==> src/iat_pkg.sv <==
// Shared types, constants and helper functions of the indentation-aware tokenizer.
package iat_pkg;

  localparam int INDENT_DEPTH = 16;
  localparam int KW_MAX       = 10;
  localparam int KW_COUNT     = 15;
  localparam int Q_DEPTH      = 4;
  localparam int Q_AW         = $clog2(Q_DEPTH);
  localparam int Q_CW         = $clog2(Q_DEPTH + 1);

  localparam int KIND_W = 6;
  localparam int LINE_W = 20;
  localparam int COL_W  = 16;
  localparam int OFF_W  = 24;
  localparam int LEN_W  = 16;
  localparam int ERR_W  = 3;
  localparam int LVL_W  = 16;
  localparam int TOP_W  = $clog2(INDENT_DEPTH + 1);
  localparam int DCNT_W = $clog2(INDENT_DEPTH + 1);

  localparam logic [KIND_W-1:0] K_INTEGER = 6'd0;
  localparam logic [KIND_W-1:0] K_FLOAT   = 6'd1;
  localparam logic [KIND_W-1:0] K_STRING  = 6'd2;
  localparam logic [KIND_W-1:0] K_IDENT   = 6'd3;
  localparam logic [KIND_W-1:0] K_PLUS    = 6'd19;
  localparam logic [KIND_W-1:0] K_MINUS   = 6'd20;
  localparam logic [KIND_W-1:0] K_STAR    = 6'd21;
  localparam logic [KIND_W-1:0] K_SLASH   = 6'd22;
  localparam logic [KIND_W-1:0] K_LESS    = 6'd23;
  localparam logic [KIND_W-1:0] K_GREATER = 6'd24;
  localparam logic [KIND_W-1:0] K_LE      = 6'd25;
  localparam logic [KIND_W-1:0] K_GE      = 6'd26;
  localparam logic [KIND_W-1:0] K_EQEQ    = 6'd27;
  localparam logic [KIND_W-1:0] K_NE      = 6'd28;
  localparam logic [KIND_W-1:0] K_EQ      = 6'd29;
  localparam logic [KIND_W-1:0] K_AT      = 6'd30;
  localparam logic [KIND_W-1:0] K_COLON   = 6'd31;
  localparam logic [KIND_W-1:0] K_COMMA   = 6'd32;
  localparam logic [KIND_W-1:0] K_DOT     = 6'd33;
  localparam logic [KIND_W-1:0] K_ARROW   = 6'd34;
  localparam logic [KIND_W-1:0] K_LPAREN  = 6'd35;
  localparam logic [KIND_W-1:0] K_RPAREN  = 6'd36;
  localparam logic [KIND_W-1:0] K_NEWLINE = 6'd39;
  localparam logic [KIND_W-1:0] K_INDENT  = 6'd40;
  localparam logic [KIND_W-1:0] K_DEDENT  = 6'd41;
  localparam logic [KIND_W-1:0] K_EOF     = 6'd42;
  localparam logic [KIND_W-1:0] K_ERROR   = 6'd43;

  localparam logic [ERR_W-1:0] E_NONE     = 3'd0;
  localparam logic [ERR_W-1:0] E_TAB      = 3'd1;
  localparam logic [ERR_W-1:0] E_BANG     = 3'd2;
  localparam logic [ERR_W-1:0] E_BADCHAR  = 3'd3;
  localparam logic [ERR_W-1:0] E_OPENSTR  = 3'd4;
  localparam logic [ERR_W-1:0] E_INDENT   = 3'd5;
  localparam logic [ERR_W-1:0] E_OVERFLOW = 3'd6;

  // Keyword text is right-justified: the first character sits in the top used byte.
  localparam logic [8*KW_MAX-1:0] KW_TEXT [KW_COUNT] = '{
    "def", "return", "if", "else", "kernel", "load", "store", {"program", "_id"},
    "arange", {"reduce", "_sum"}, "constant", "max", "i32", "f32", "ptr"};
  localparam logic [4:0] KW_LEN [KW_COUNT] = '{
    5'd3, 5'd6, 5'd2, 5'd4, 5'd6, 5'd4, 5'd5, 5'd10,
    5'd6, 5'd10, 5'd8, 5'd3, 5'd3, 5'd3, 5'd3};
  localparam logic [KIND_W-1:0] KW_KIND [KW_COUNT] = '{
    6'd4, 6'd5, 6'd6, 6'd7, 6'd8, 6'd9, 6'd10, 6'd11,
    6'd12, 6'd13, 6'd14, 6'd15, 6'd16, 6'd17, 6'd18};

  typedef logic [7:0] kwbuf_t [KW_MAX];

  typedef struct packed {
    logic              valid;
    logic [KIND_W-1:0] kind;
    logic [COL_W-1:0]  col;
    logic [OFF_W-1:0]  off;
    logic [LEN_W-1:0]  len;
    logic [ERR_W-1:0]  err;
  } tok_t;

  // Everything one source byte produces: token a, then a dedent burst, then token b.
  typedef struct packed {
    tok_t              a;
    tok_t              b;
    logic [DCNT_W-1:0] dcnt;
    logic [COL_W-1:0]  dcol;
    logic [OFF_W-1:0]  doff;
    logic [LINE_W-1:0] line;
  } step_rec_t;

  function automatic tok_t mk_tok(input logic [KIND_W-1:0] kind, input logic [COL_W-1:0] col,
                                  input logic [OFF_W-1:0] off, input logic [LEN_W-1:0] len,
                                  input logic [ERR_W-1:0] err);
    tok_t t;
    t.valid = 1'b1;
    t.kind  = kind;
    t.col   = col;
    t.off   = off;
    t.len   = len;
    t.err   = err;
    return t;
  endfunction

  function automatic logic [KIND_W-1:0] kw_kind(input kwbuf_t b, input logic [LEN_W-1:0] len);
    logic [KIND_W-1:0] k;
    logic              hit;
    k = K_IDENT;
    for (int w = 0; w < KW_COUNT; w++) begin
      hit = (len == LEN_W'(KW_LEN[w]));
      for (int i = 0; i < KW_MAX; i++) begin
        if (i < int'(KW_LEN[w])) begin
          if (b[i] != KW_TEXT[w][8*(int'(KW_LEN[w])-1-i) +: 8]) begin
            hit = 1'b0;
          end
        end
      end
      if (hit) begin
        k = KW_KIND[w];
      end
    end
    return k;
  endfunction

endpackage

==> src/iat_if.sv <==
// Channel interfaces of the tokenizer: source bytes in, tokens out.
interface tok_in_if;
  logic       valid;
  logic       ready;
  logic [7:0] ch;
  logic       end_of_source;
  modport source(output valid, ch, end_of_source, input ready);
  modport sink(input valid, ch, end_of_source, output ready);
endinterface

interface tok_out_if;
  logic                         valid;
  logic                         ready;
  logic [iat_pkg::KIND_W-1:0]   token_kind;
  logic [iat_pkg::LINE_W-1:0]   line;
  logic [iat_pkg::COL_W-1:0]    column;
  logic [iat_pkg::OFF_W-1:0]    start_offset;
  logic [iat_pkg::LEN_W-1:0]    length;
  logic [iat_pkg::ERR_W-1:0]    error_code;
  logic                         last;
  modport source(output valid, token_kind, line, column, start_offset, length, error_code, last,
                 input ready);
  modport sink(input valid, token_kind, line, column, start_offset, length, error_code, last,
               output ready);
endinterface

==> src/iat_front.sv <==
// Scanner front end: classifies each byte, tracks position and indentation, builds step records.
module iat_front (
  input  logic               clk,
  input  logic               rst_n,
  input  logic               in_valid,
  input  logic [7:0]         in_ch,
  input  logic               in_eos,
  output logic               in_ready,
  input  logic               q_full,
  output logic               push,
  output iat_pkg::step_rec_t rec
);
  import iat_pkg::*;

  localparam logic [2:0] M_IDLE    = 3'd0;
  localparam logic [2:0] M_NUMBER  = 3'd1;
  localparam logic [2:0] M_IDENT   = 3'd2;
  localparam logic [2:0] M_STRING  = 3'd3;
  localparam logic [2:0] M_ESCAPE  = 3'd4;
  localparam logic [2:0] M_COMMENT = 3'd5;
  localparam logic [2:0] M_OP      = 3'd6;

  localparam logic [7:0] CH_SPACE = 8'h20;
  localparam logic [7:0] CH_CR    = 8'h0D;
  localparam logic [7:0] CH_LF    = 8'h0A;
  localparam logic [7:0] CH_TAB   = 8'h09;
  localparam logic [7:0] CH_HASH  = 8'h23;
  localparam logic [7:0] CH_DQ    = 8'h22;
  localparam logic [7:0] CH_SQ    = 8'h27;
  localparam logic [7:0] CH_BSL   = 8'h5C;
  localparam logic [7:0] CH_UND   = 8'h5F;
  localparam logic [7:0] CH_DOT   = 8'h2E;
  localparam logic [7:0] CH_MINUS = 8'h2D;
  localparam logic [7:0] CH_LT    = 8'h3C;
  localparam logic [7:0] CH_GT    = 8'h3E;
  localparam logic [7:0] CH_EQ    = 8'h3D;
  localparam logic [7:0] CH_BANG  = 8'h21;
  localparam logic [7:0] CH_PLUS  = 8'h2B;
  localparam logic [7:0] CH_STAR  = 8'h2A;
  localparam logic [7:0] CH_SLASH = 8'h2F;
  localparam logic [7:0] CH_LPAR  = 8'h28;
  localparam logic [7:0] CH_RPAR  = 8'h29;
  localparam logic [7:0] CH_AT    = 8'h40;
  localparam logic [7:0] CH_COLON = 8'h3A;
  localparam logic [7:0] CH_COMMA = 8'h2C;

  localparam logic [LINE_W-1:0] LINE_MAX = '1;
  localparam logic [COL_W-1:0]  COL_MAX  = '1;
  localparam logic [OFF_W-1:0]  OFF_MAX  = '1;
  localparam logic [LVL_W-1:0]  SPC_MAX  = '1;

  logic [2:0]        mode_r, mode_nxt;
  logic              lstart_r, lstart_nxt;
  logic              nldone_r, nldone_nxt;
  logic              dot_r, dot_nxt;
  logic              squote_r, squote_nxt;
  logic [LVL_W-1:0]  space_r, space_nxt;
  logic [LINE_W-1:0] line_r, line_nxt;
  logic [COL_W-1:0]  col_r, col_nxt;
  logic [OFF_W-1:0]  off_r, off_nxt;
  logic [COL_W-1:0]  scol_r, scol_nxt;
  logic [OFF_W-1:0]  soff_r, soff_nxt;
  logic [TOP_W-1:0]  top_r, top_nxt;
  logic [LVL_W-1:0]  lvl_r [1:INDENT_DEPTH-1];
  kwbuf_t            kwbuf_r;

  logic              kw_wr;
  logic [3:0]        kw_idx;
  logic              lvl_wr;
  logic              accept;
  logic              do_idle;
  logic [OFF_W-1:0]  diff;
  logic [OFF_W:0]    diff1;
  logic [LEN_W-1:0]  tl0, tl1;
  logic [INDENT_DEPTH-1:0] gt;
  logic              eq_any;
  logic [DCNT_W-1:0] pops;
  logic [KIND_W-1:0] op_kind, single;
  logic [7:0]        c;
  logic              is_dig, is_alp;

  assign accept   = in_valid && in_ready;
  assign in_ready = !q_full;
  assign c        = in_ch;
  assign is_dig   = (c >= 8'h30) && (c <= 8'h39);
  assign is_alp   = ((c >= 8'h61) && (c <= 8'h7A)) || ((c >= 8'h41) && (c <= 8'h5A));

  // Token length from the saved start offset to the current offset.
  always_comb begin
    diff  = (off_r >= soff_r) ? (off_r - soff_r) : '0;
    diff1 = {1'b0, diff} + (OFF_W+1)'(1);
    tl0   = (diff > OFF_W'(COL_MAX)) ? '1 : diff[LEN_W-1:0];
    tl1   = (diff1 > (OFF_W+1)'(COL_MAX)) ? '1 : diff1[LEN_W-1:0];
  end

  // The stack rises strictly, so one parallel compare pass gives both pop count and match.
  always_comb begin
    gt     = '0;
    eq_any = (space_r == '0);
    for (int i = 1; i < INDENT_DEPTH; i++) begin
      if (TOP_W'(i) < top_r) begin
        gt[i] = lvl_r[i] > space_r;
        if (lvl_r[i] == space_r) begin
          eq_any = 1'b1;
        end
      end
    end
    pops = DCNT_W'($countones(gt));
  end

  always_comb begin
    case (kwbuf_r[0])
      CH_MINUS: op_kind = K_MINUS;
      CH_LT:    op_kind = K_LESS;
      CH_GT:    op_kind = K_GREATER;
      CH_EQ:    op_kind = K_EQ;
      default:  op_kind = K_ERROR;
    endcase
    case (c)
      CH_PLUS:  single = K_PLUS;
      CH_STAR:  single = K_STAR;
      CH_SLASH: single = K_SLASH;
      CH_LPAR:  single = K_LPAREN;
      CH_RPAR:  single = K_RPAREN;
      CH_AT:    single = K_AT;
      CH_COLON: single = K_COLON;
      CH_COMMA: single = K_COMMA;
      CH_DOT:   single = K_DOT;
      default:  single = K_ERROR;
    endcase
  end

  always_comb begin
    mode_nxt   = mode_r;
    lstart_nxt = lstart_r;
    nldone_nxt = nldone_r;
    dot_nxt    = dot_r;
    squote_nxt = squote_r;
    space_nxt  = space_r;
    line_nxt   = line_r;
    col_nxt    = col_r;
    off_nxt    = off_r;
    scol_nxt   = scol_r;
    soff_nxt   = soff_r;
    top_nxt    = top_r;
    kw_wr      = 1'b0;
    kw_idx     = '0;
    lvl_wr     = 1'b0;
    do_idle    = 1'b0;
    rec        = '0;
    rec.line   = line_r;
    rec.dcol   = 16'd1;
    rec.doff   = off_r;

    if (in_eos) begin
      case (mode_r)
        M_NUMBER: rec.a = mk_tok(dot_r ? K_FLOAT : K_INTEGER, scol_r, soff_r, tl0, E_NONE);
        M_IDENT:  rec.a = mk_tok(kw_kind(kwbuf_r, tl0), scol_r, soff_r, tl0, E_NONE);
        M_OP:     rec.a = mk_tok(op_kind, scol_r, soff_r, tl0,
                                 (op_kind == K_ERROR) ? E_BANG : E_NONE);
        M_STRING, M_ESCAPE: rec.a = mk_tok(K_ERROR, scol_r, soff_r, tl0, E_OPENSTR);
        default: ;
      endcase
      rec.dcnt   = DCNT_W'(top_r - TOP_W'(1));
      rec.dcol   = col_r;
      rec.b      = mk_tok(K_EOF, col_r, off_r, '0, E_NONE);
      mode_nxt   = M_IDLE;
      lstart_nxt = 1'b1;
      nldone_nxt = 1'b0;
      dot_nxt    = 1'b0;
      squote_nxt = 1'b0;
      space_nxt  = '0;
      line_nxt   = LINE_W'(1);
      col_nxt    = COL_W'(1);
      off_nxt    = '0;
      scol_nxt   = '0;
      soff_nxt   = '0;
      top_nxt    = TOP_W'(1);
    end else begin
      case (mode_r)
        M_NUMBER: begin
          if (!is_dig && !(c == CH_DOT && !dot_r)) begin
            rec.a   = mk_tok(dot_r ? K_FLOAT : K_INTEGER, scol_r, soff_r, tl0, E_NONE);
            do_idle = 1'b1;
          end else if (!is_dig) begin
            dot_nxt = 1'b1;
          end
        end
        M_IDENT: begin
          if (is_alp || is_dig || c == CH_UND) begin
            if (tl0 < LEN_W'(KW_MAX)) begin
              kw_wr  = 1'b1;
              kw_idx = tl0[3:0];
            end
          end else begin
            rec.a   = mk_tok(kw_kind(kwbuf_r, tl0), scol_r, soff_r, tl0, E_NONE);
            do_idle = 1'b1;
          end
        end
        M_STRING: begin
          if (c == CH_BSL) begin
            mode_nxt = M_ESCAPE;
          end else if (c == (squote_r ? CH_SQ : CH_DQ)) begin
            rec.a    = mk_tok(K_STRING, scol_r, soff_r, tl1, E_NONE);
            mode_nxt = M_IDLE;
          end
        end
        M_ESCAPE: mode_nxt = M_STRING;
        M_COMMENT: begin
          if (c == CH_LF) begin
            do_idle = 1'b1;
          end
        end
        M_OP: begin
          if (kwbuf_r[0] == CH_MINUS && c == CH_GT) begin
            rec.a    = mk_tok(K_ARROW, scol_r, soff_r, tl1, E_NONE);
            mode_nxt = M_IDLE;
          end else if (c == CH_EQ && kwbuf_r[0] != CH_MINUS) begin
            case (kwbuf_r[0])
              CH_LT:   rec.a = mk_tok(K_LE, scol_r, soff_r, tl1, E_NONE);
              CH_GT:   rec.a = mk_tok(K_GE, scol_r, soff_r, tl1, E_NONE);
              CH_EQ:   rec.a = mk_tok(K_EQEQ, scol_r, soff_r, tl1, E_NONE);
              default: rec.a = mk_tok(K_NE, scol_r, soff_r, tl1, E_NONE);
            endcase
            mode_nxt = M_IDLE;
          end else begin
            rec.a   = mk_tok(op_kind, scol_r, soff_r, tl0,
                             (op_kind == K_ERROR) ? E_BANG : E_NONE);
            do_idle = 1'b1;
          end
        end
        default: begin
          if (lstart_r) begin
            if (c == CH_SPACE) begin
              if (space_r < SPC_MAX) begin
                space_nxt = space_r + LVL_W'(1);
              end
            end else if (c == CH_CR || c == CH_LF) begin
              do_idle = 1'b1;
            end else if (c == CH_HASH) begin
              lstart_nxt = 1'b0;
              mode_nxt   = M_COMMENT;
            end else begin
              lstart_nxt = 1'b0;
              do_idle    = 1'b1;
              if (gt == '0 && !eq_any) begin
                if (top_r < TOP_W'(INDENT_DEPTH)) begin
                  lvl_wr  = 1'b1;
                  top_nxt = top_r + TOP_W'(1);
                  rec.a   = mk_tok(K_INDENT, 16'd1, off_r, '0, E_NONE);
                end else begin
                  rec.a = mk_tok(K_ERROR, 16'd1, off_r, '0, E_OVERFLOW);
                end
              end else if (gt != '0) begin
                top_nxt  = top_r - TOP_W'(pops);
                rec.dcnt = pops;
                if (!eq_any) begin
                  rec.a = mk_tok(K_ERROR, 16'd1, off_r, '0, E_INDENT);
                end
              end
            end
          end else begin
            do_idle = 1'b1;
          end
        end
      endcase

      if (do_idle) begin
        mode_nxt = M_IDLE;
        if (c == CH_SPACE || c == CH_CR) begin
          mode_nxt = M_IDLE;
        end else if (c == CH_HASH) begin
          mode_nxt = M_COMMENT;
        end else if (c == CH_LF) begin
          if (!nldone_r) begin
            rec.b = mk_tok(K_NEWLINE, col_r, off_r, LEN_W'(1), E_NONE);
          end
          nldone_nxt = 1'b1;
          lstart_nxt = 1'b1;
          space_nxt  = '0;
        end else if (c == CH_TAB) begin
          rec.b = mk_tok(K_ERROR, col_r, off_r, LEN_W'(1), E_TAB);
        end else begin
          nldone_nxt = 1'b0;
          scol_nxt   = col_r;
          soff_nxt   = off_r;
          if (is_dig) begin
            dot_nxt  = 1'b0;
            mode_nxt = M_NUMBER;
          end else if (is_alp || c == CH_UND) begin
            kw_wr    = 1'b1;
            kw_idx   = '0;
            mode_nxt = M_IDENT;
          end else if (c == CH_DQ || c == CH_SQ) begin
            squote_nxt = (c == CH_SQ);
            mode_nxt   = M_STRING;
          end else if (c == CH_MINUS || c == CH_LT || c == CH_GT || c == CH_EQ ||
                       c == CH_BANG) begin
            kw_wr    = 1'b1;
            kw_idx   = '0;
            mode_nxt = M_OP;
          end else begin
            rec.b = mk_tok(single, col_r, off_r, LEN_W'(1),
                           (single == K_ERROR) ? E_BADCHAR : E_NONE);
          end
        end
      end

      // Every byte advances the position exactly once.
      if (off_r < OFF_MAX) begin
        off_nxt = off_r + OFF_W'(1);
      end
      if (c == CH_LF) begin
        if (line_r < LINE_MAX) begin
          line_nxt = line_r + LINE_W'(1);
        end
        col_nxt = COL_W'(1);
      end else if (col_r < COL_MAX) begin
        col_nxt = col_r + COL_W'(1);
      end
    end
  end

  assign push = accept && (rec.a.valid || rec.b.valid || rec.dcnt != '0);

  always_ff @(posedge clk) begin
    if (!rst_n) begin
      mode_r   <= M_IDLE;
      lstart_r <= 1'b1;
      nldone_r <= 1'b0;
      dot_r    <= 1'b0;
      squote_r <= 1'b0;
      space_r  <= '0;
      line_r   <= LINE_W'(1);
      col_r    <= COL_W'(1);
      off_r    <= '0;
      scol_r   <= '0;
      soff_r   <= '0;
      top_r    <= TOP_W'(1);
    end else if (accept) begin
      mode_r   <= mode_nxt;
      lstart_r <= lstart_nxt;
      nldone_r <= nldone_nxt;
      dot_r    <= dot_nxt;
      squote_r <= squote_nxt;
      space_r  <= space_nxt;
      line_r   <= line_nxt;
      col_r    <= col_nxt;
      off_r    <= off_nxt;
      scol_r   <= scol_nxt;
      soff_r   <= soff_nxt;
      top_r    <= top_nxt;
    end
  end

  always_ff @(posedge clk) begin
    if (accept && kw_wr) begin
      kwbuf_r[kw_idx] <= c;
    end
    for (int i = 1; i < INDENT_DEPTH; i++) begin
      if (accept && lvl_wr && top_r == TOP_W'(i)) begin
        lvl_r[i] <= space_r;
      end
    end
  end

endmodule

==> src/iat_queue.sv <==
// Small FIFO of step records between the scanner and the token emitter.
module iat_queue (
  input  logic               clk,
  input  logic               rst_n,
  input  logic               push,
  input  iat_pkg::step_rec_t push_rec,
  input  logic               pop,
  output iat_pkg::step_rec_t head,
  output logic               head_valid,
  output logic               full
);
  import iat_pkg::*;

  step_rec_t       q_r [Q_DEPTH];
  logic [Q_AW-1:0] wr_r, rd_r;
  logic [Q_CW-1:0] cnt_r;

  assign head       = q_r[rd_r];
  assign head_valid = (cnt_r != '0);
  assign full       = (cnt_r == Q_CW'(Q_DEPTH));

  always_ff @(posedge clk) begin
    if (!rst_n) begin
      wr_r  <= '0;
      rd_r  <= '0;
      cnt_r <= '0;
    end else begin
      if (push) begin
        wr_r <= wr_r + Q_AW'(1);
      end
      if (pop) begin
        rd_r <= rd_r + Q_AW'(1);
      end
      if (push && !pop) begin
        cnt_r <= cnt_r + Q_CW'(1);
      end else if (pop && !push) begin
        cnt_r <= cnt_r - Q_CW'(1);
      end
    end
  end

  always_ff @(posedge clk) begin
    if (push) begin
      q_r[wr_r] <= push_rec;
    end
  end

endmodule

==> src/iat_back.sv <==
// Token emitter: expands each step record into tokens and drives the output register.
module iat_back (
  input  logic                       clk,
  input  logic                       rst_n,
  input  iat_pkg::step_rec_t         head,
  input  logic                       head_valid,
  output logic                       pop,
  output logic                       out_valid,
  input  logic                       out_ready,
  output logic [iat_pkg::KIND_W-1:0] out_kind,
  output logic [iat_pkg::LINE_W-1:0] out_line,
  output logic [iat_pkg::COL_W-1:0]  out_col,
  output logic [iat_pkg::OFF_W-1:0]  out_off,
  output logic [iat_pkg::LEN_W-1:0]  out_len,
  output logic [iat_pkg::ERR_W-1:0]  out_err,
  output logic                       out_last
);
  import iat_pkg::*;

  localparam logic [1:0] PH_A = 2'd0;
  localparam logic [1:0] PH_D = 2'd1;
  localparam logic [1:0] PH_B = 2'd2;

  logic [1:0]        ph_r, ph_nxt;
  logic [DCNT_W-1:0] dleft_r, dleft_nxt;
  logic [DCNT_W-1:0] cur_d;
  logic [1:0]        sel;
  tok_t              tok;
  logic              last;
  logic              load;
  logic              out_valid_r;
  tok_t              tok_r;
  logic [LINE_W-1:0] line_r;
  logic              last_r;

  always_comb begin
    cur_d = (ph_r == PH_A) ? head.dcnt : dleft_r;
    if (ph_r == PH_A && head.a.valid) begin
      sel = PH_A;
    end else if (ph_r != PH_B && cur_d != '0) begin
      sel = PH_D;
    end else begin
      sel = PH_B;
    end
    case (sel)
      PH_A: begin
        tok  = head.a;
        last = (head.dcnt == '0) && !head.b.valid;
      end
      PH_D: begin
        tok  = mk_tok(K_DEDENT, head.dcol, head.doff, '0, E_NONE);
        last = (cur_d == DCNT_W'(1)) && !head.b.valid;
      end
      default: begin
        tok  = head.b;
        last = 1'b1;
      end
    endcase

    load      = head_valid && (!out_valid_r || out_ready);
    pop       = load && last;
    ph_nxt    = ph_r;
    dleft_nxt = dleft_r;
    if (load) begin
      if (last) begin
        ph_nxt = PH_A;
      end else begin
        case (sel)
          PH_A: begin
            dleft_nxt = head.dcnt;
            ph_nxt    = (head.dcnt != '0) ? PH_D : PH_B;
          end
          PH_D: begin
            dleft_nxt = cur_d - DCNT_W'(1);
            ph_nxt    = (cur_d != DCNT_W'(1)) ? PH_D : PH_B;
          end
          default: ph_nxt = PH_A;
        endcase
      end
    end
  end

  always_ff @(posedge clk) begin
    if (!rst_n) begin
      ph_r        <= PH_A;
      dleft_r     <= '0;
      out_valid_r <= 1'b0;
    end else begin
      ph_r    <= ph_nxt;
      dleft_r <= dleft_nxt;
      if (load) begin
        out_valid_r <= 1'b1;
      end else if (out_ready) begin
        out_valid_r <= 1'b0;
      end
    end
  end

  always_ff @(posedge clk) begin
    if (load) begin
      tok_r  <= tok;
      line_r <= head.line;
      last_r <= last;
    end
  end

  assign out_valid = out_valid_r;
  assign out_kind  = tok_r.kind;
  assign out_line  = line_r;
  assign out_col   = tok_r.col;
  assign out_off   = tok_r.off;
  assign out_len   = tok_r.len;
  assign out_err   = tok_r.err;
  assign out_last  = last_r;

endmodule

==> src/indentation_aware_tokenizer.sv <==
// Top level of the indentation-aware tokenizer.
//
// in_chan carries one source byte per transfer (ch), or an end marker (end_of_source = 1)
// that flushes any open token, closes every open indentation level and emits EndOfFile.
// out_chan carries tokens: kind, line, column, start offset, length, error code, and last,
// which marks the final token caused by one input transfer. Inputs that cause no token
// give no output transfer.
// The scanner takes one byte per cycle while its four-entry record queue has room; the
// emitter sends one token per cycle while the receiver is ready, each in its own transfer.
// Dedent bursts (up to fifteen tokens from one byte) are what fill the queue and hold
// in_chan.ready low. Each record passes the record queue and then the output register.
// A stalled receiver holds the output register; the queue then fills and input stops.
// Reset (synchronous, active low) empties the queue and returns the scanner to line one,
// column one, offset zero with the base indentation level. After an end marker the
// scanner returns to that same state by itself for the next source.
module indentation_aware_tokenizer (
  input  logic      clk,
  input  logic      rst_n,
  tok_in_if.sink    in_chan,
  tok_out_if.source out_chan
);
  import iat_pkg::*;

  step_rec_t push_rec, head;
  logic      push, pop, head_valid, q_full;

  iat_front u_front (
    .clk      (clk),
    .rst_n    (rst_n),
    .in_valid (in_chan.valid),
    .in_ch    (in_chan.ch),
    .in_eos   (in_chan.end_of_source),
    .in_ready (in_chan.ready),
    .q_full   (q_full),
    .push     (push),
    .rec      (push_rec)
  );

  iat_queue u_queue (
    .clk        (clk),
    .rst_n      (rst_n),
    .push       (push),
    .push_rec   (push_rec),
    .pop        (pop),
    .head       (head),
    .head_valid (head_valid),
    .full       (q_full)
  );

  iat_back u_back (
    .clk        (clk),
    .rst_n      (rst_n),
    .head       (head),
    .head_valid (head_valid),
    .pop        (pop),
    .out_valid  (out_chan.valid),
    .out_ready  (out_chan.ready),
    .out_kind   (out_chan.token_kind),
    .out_line   (out_chan.line),
    .out_col    (out_chan.column),
    .out_off    (out_chan.start_offset),
    .out_len    (out_chan.length),
    .out_err    (out_chan.error_code),
    .out_last   (out_chan.last)
  );

endmodule

==> src/flat_wrapper.sv <==
// flat-port wrapper written by rule: the top's interface ports become plain ports
module indentation_aware_tokenizer_flat import iat_pkg::*;
  (clk, rst_n, in_chan_valid, in_chan_ch, in_chan_end_of_source, in_chan_ready, out_chan_valid, out_chan_token_kind, out_chan_line, out_chan_column, out_chan_start_offset, out_chan_length, out_chan_error_code, out_chan_last, out_chan_ready);
  tok_in_if in_chan_i ();
  tok_out_if out_chan_i ();
  input  logic clk;
  input  logic rst_n;
  input wire logic [$bits(in_chan_i.valid)-1:0] in_chan_valid;
  input wire logic [$bits(in_chan_i.ch)-1:0] in_chan_ch;
  input wire logic [$bits(in_chan_i.end_of_source)-1:0] in_chan_end_of_source;
  output wire logic [$bits(in_chan_i.ready)-1:0] in_chan_ready;
  output wire logic [$bits(out_chan_i.valid)-1:0] out_chan_valid;
  output wire logic [$bits(out_chan_i.token_kind)-1:0] out_chan_token_kind;
  output wire logic [$bits(out_chan_i.line)-1:0] out_chan_line;
  output wire logic [$bits(out_chan_i.column)-1:0] out_chan_column;
  output wire logic [$bits(out_chan_i.start_offset)-1:0] out_chan_start_offset;
  output wire logic [$bits(out_chan_i.length)-1:0] out_chan_length;
  output wire logic [$bits(out_chan_i.error_code)-1:0] out_chan_error_code;
  output wire logic [$bits(out_chan_i.last)-1:0] out_chan_last;
  input wire logic [$bits(out_chan_i.ready)-1:0] out_chan_ready;
  assign in_chan_i.valid = in_chan_valid;
  assign in_chan_i.ch = in_chan_ch;
  assign in_chan_i.end_of_source = in_chan_end_of_source;
  assign in_chan_ready = in_chan_i.ready;
  assign out_chan_valid = out_chan_i.valid;
  assign out_chan_token_kind = out_chan_i.token_kind;
  assign out_chan_line = out_chan_i.line;
  assign out_chan_column = out_chan_i.column;
  assign out_chan_start_offset = out_chan_i.start_offset;
  assign out_chan_length = out_chan_i.length;
  assign out_chan_error_code = out_chan_i.error_code;
  assign out_chan_last = out_chan_i.last;
  assign out_chan_i.ready = out_chan_ready;
  indentation_aware_tokenizer u_core (.clk(clk), .rst_n(rst_n), .in_chan(in_chan_i), .out_chan(out_chan_i));
endmodule
==> config.mk <==
export PLATFORM = sky130hd
export DESIGN_NAME = indentation_aware_tokenizer_flat
export DESIGN_NICKNAME = d
export VERILOG_FILES = /design/src/iat_pkg.sv /design/src/iat_if.sv /design/src/iat_front.sv /design/src/iat_queue.sv /design/src/iat_back.sv /design/src/indentation_aware_tokenizer.sv /design/src/flat_wrapper.sv
export SDC_FILE = /design/constraint.sdc
export NUM_CORES = 2
export LEC_CHECK = 0
export BUFFER_PORTS_ARGS = -buffer_cell sky130_fd_sc_hd__buf_2
export CORE_ASPECT_RATIO = 0.5
export CORE_MARGIN = 5
export CORE_UTILIZATION = 39
export DETAILED_ROUTE_END_ITERATION = 8
export PLACE_DENSITY_LB_ADDON = 0.12
export SLEW_MARGIN = 20
export SYNTH_ARGS = -nofsm -noshare
export SYNTH_HDL_FRONTEND = slang
export SYNTH_SLANG_ARGS = --single-unit
==> constraint.sdc <==
create_clock -name clk -period 22.1 [get_ports clk]
set_clock_uncertainty 0.1 [all_clocks]
set_input_delay 1.105 -clock clk [delete_from_list [all_inputs] [get_ports clk]]
set_output_delay 1.105 -clock clk [all_outputs]
set_load 0.05 [all_outputs]
==> flow_summary.yaml <==
worst_setup_path:
  worst_setup_path_end_kind: "flop"
  cp.required_ps: 22360
  crit_type: "flop to flop"
  worstSetupStartpointType: "flop"
  cp_slowest_stage_delay_ps: 880
  crit_top_cell: "fa_1"
  rrSetupSlack_ps: 11910
  cp_max_fo: 55
  worst-path-buf-inv: 3
  critical_path_arrival_ps: 10450
  slowest_stage: "dfxtp_1"
  cp_top_family: "adder cells"
min_path:
  hold_path.class: "flop to flop"
sta:
  finalSetupViolCount: 0
  period_share: 0.461
  finalMaxSlewViolations: 0
  finalHoldViolCount: 0
  setup_tns_ps: 0
  period_needed_ps: 10190
  rsz0062_at_grt: "false"
  relSlewSlack: 0.128
  tightest_slew_ps: 1270
  worst_hold_slack_ps: 372
  max_freq_mhz: 98.1
detailed_routing:
  dr.pass1.iters: 6
  viasPerCell: 5.66
  drt_iter0_drc: 2892
  drcViolationCount: 0
  drtAntennaViolNets: 0
  vias: 35900
  wl_per_cell_um: 25.1
  wirelength_um: 159000
layout:
  fin_cells: 6351
  drive_above_1_share: 0.139
  final_util: 0.440
  area_growth_pct: 12.0
  fillers: 13400
  nets: 4576
floorplanning:
  rows: 100
  die_w_um: 557
  dieHeight_um: 284
  ios: 101
  core-area_um2: 149000
  die-area_um2: 158000
  start_util: 0.392
placed_design:
  place.gp.congestion: 0.872
  place_inst: 6127
  hpwl_um: 103000
  portBuffers: 100
synthesis:
  ys_seq_area_frac: 0.631
  yosysTopAreaCellShare: 0.581
  ys_top_cells_by_area: "edfxtp_1, mux4_2, ha_1"
  synth-edff-count: 1130
  synthesis.nets: 4456
  synthCells: 4138
  synth-seq-cells: 1275
  ys_async_sr_fraction: 0
  synth.avg_cell_area_um2: 14.1
  netlist_top_cells_count: "edfxtp_1, nor2_1, ha_1, a21oi_1, nand2_1"
  yosysUniqueCellTypes: 97
  synth.most_common_cell: "edfxtp_1"
  synth_area_um2: 58400
  synth_ff_type: "edfxtp_1"
  yosys.area.top_type: "edfxtp_1"
  ys_warn_count: 0
clock_tree:
  numCtsBuffers: 117
  cts_buffer_depth: 3
  cts_root_buf: "clkbuf_16"
  postCtsSetupBuffers: 0
  post_cts_resized: 0
  cts_tree: "done"
  clkSinkCount: 1275
  cts_hold_buf: 0
  path_clk_slew_ps: 60
  htreeDepth: 3
  clk_latency_ps: 740
global_routing:
  gr-total-overflow: 0
  grt_pass1_vias: 35800
  antenna_found_initial: 6
  track_usage: 0.198
  grt_max_degree: 82
  grt_pass1_wl_um: 238000
run_status:
  status: "completed"
power:
  leakagePower_uw: 0.0232
  peakVddDrop_mv: 0.0701
  powerDensity_nw_per_um2: 113
  power_uw: 7400
job:
  cap_violations: 0
[worst register-to-register path, cell delays in order (launching register included)]
cell and delay (ps):
dfxtp_1 880, inv_1 640, ha_1 500, a21o_1 170
a21oi_1 150, nor2b_1 60, o21ai_0 160, nand2b_1 80
a21oi_1 220, a21boi_0 130, o21a_1 180, o211ai_1 290
fa_1 500, fa_1 520, fa_1 610, fa_1 460
fa_1 430, fa_1 390, xor2_1 210, and3_1 230
nand2_1 70, nand2_1 50, o22ai_1 530, and2_4 700
buf_4 780, buf_4 800
[registers in the layout, summed over array words and instances, names as in the netlist, 2 cells and up, named ones only]
signal	count
u_core.u_queue.q_r	724
u_core.u_front.lvl_r	240
u_core.u_front.kwbuf_r	80
u_core.u_back.out_off	24
u_core.u_front.off_r	24
u_core.u_front.soff_r	24
u_core.u_back.out_line	20
u_core.u_front.line_r	20
u_core.u_back.out_col	16
u_core.u_back.out_len	16
u_core.u_front.col_r	16
u_core.u_front.scol_r	16
u_core.u_front.space_r	16
u_core.u_back.out_kind	6
u_core.u_back.dleft_r	5
u_core.u_front.top_r	5
u_core.u_back.out_err	3
u_core.u_front.mode_r	3
u_core.u_queue.cnt_r	3
u_core.u_back.ph_r	2
u_core.u_queue.rd_r	2
u_core.u_queue.wr_r	2
[report_power, final]
group / switching, uW / internal, uW / total [uW]
Clock: 932 / 1170 / 2100
Combinational: 1360 / 673 / 2030
Sequential: 115 / 3150 / 3270
[kinds of logic after synthesis]
group	after synthesis	share of synthesized area
fa+ha+maj	305	0.0671
flops	1275	0.631
buf+inv	293	0.0195
xor+xnor	92	0.0139
simple gates	1208	0.108
mux	239	0.0798
compound gates	726	0.0803
[placed cells by master (no fill, tap or decap), drive strengths merged, types with 19 or more instances in the layout]
cell type  Yosys  layout
buf           40     171
o22ai         24      24
and3          51      51
mux2i         56      56
xnor2         37      37
a22o          25      25
o31ai         19      19
o21a          33      33
and2          88      88
nand2        211     211
or4           24      24
clkbuf       130     154
a21oi        246     246
nor4          32      32
a211oi        21      21
nor2         323     323
nor2b         41      41
ha           292     292
a21o          61      61
or3           36      36
edfxtp      1130    1130
clkinv         0      45
dfxtp        145     145
xor2          55      55
o211ai        20      20
nor3          72      72
nand4         86      86
mux4         181     181
o21ai        142     142
nand3         90      90
nor3b         48      48
a31oi         23      23
inv          123     127
nand2b        38      38
[worst paths after layout]
check / start / endpoint / depth (start not counted)
setup / recovery: u_core.u_front.space_r[9] / u_core.u_queue.q_r[3][12] / 25
hold / removal: u_core.u_back.out_valid / u_core.u_back.out_valid / 2
hold reg to reg: u_core.u_back.out_valid / u_core.u_back.out_valid / 2
setup reg to reg: u_core.u_front.space_r[9] / u_core.u_queue.q_r[3][12] / 25
[layer usage]
metal,track usage,part of all wire,vias up
li1,-,-,16400
met1,0.293,0.47,18300
met2,0.311,0.46,1020
met3,0.0269,0.053,209
met4,0.0424,0.021,2
met5,0,0.000082,-
[stage by stage]
stage	worst slack, ps	instance area [um^2]
after floorplan	10850	58400
after global placement	11960	61400
after detailed placement	11870	61400
after CTS	11820	65300
after global routing	11280	65400
final	11910	65400
[final cells by class]
type | count | area [um^2] | area share
flip-flops and latches | 1275 | 36800 | 0.563
multi-input cells | 2570 | 20600 | 0.314
clock buffers | 154 | 3210 | 0.0490
well taps | 1989 | 2490 | 0.0381
repair buffers | 171 | 1060 | 0.0161
clock inverters | 67 | 762 | 0.0117
inverters | 123 | 465 | 0.00712
diodes | 2 | 5.00 | 0.0000765
Power figures use the tool's default switching activity.
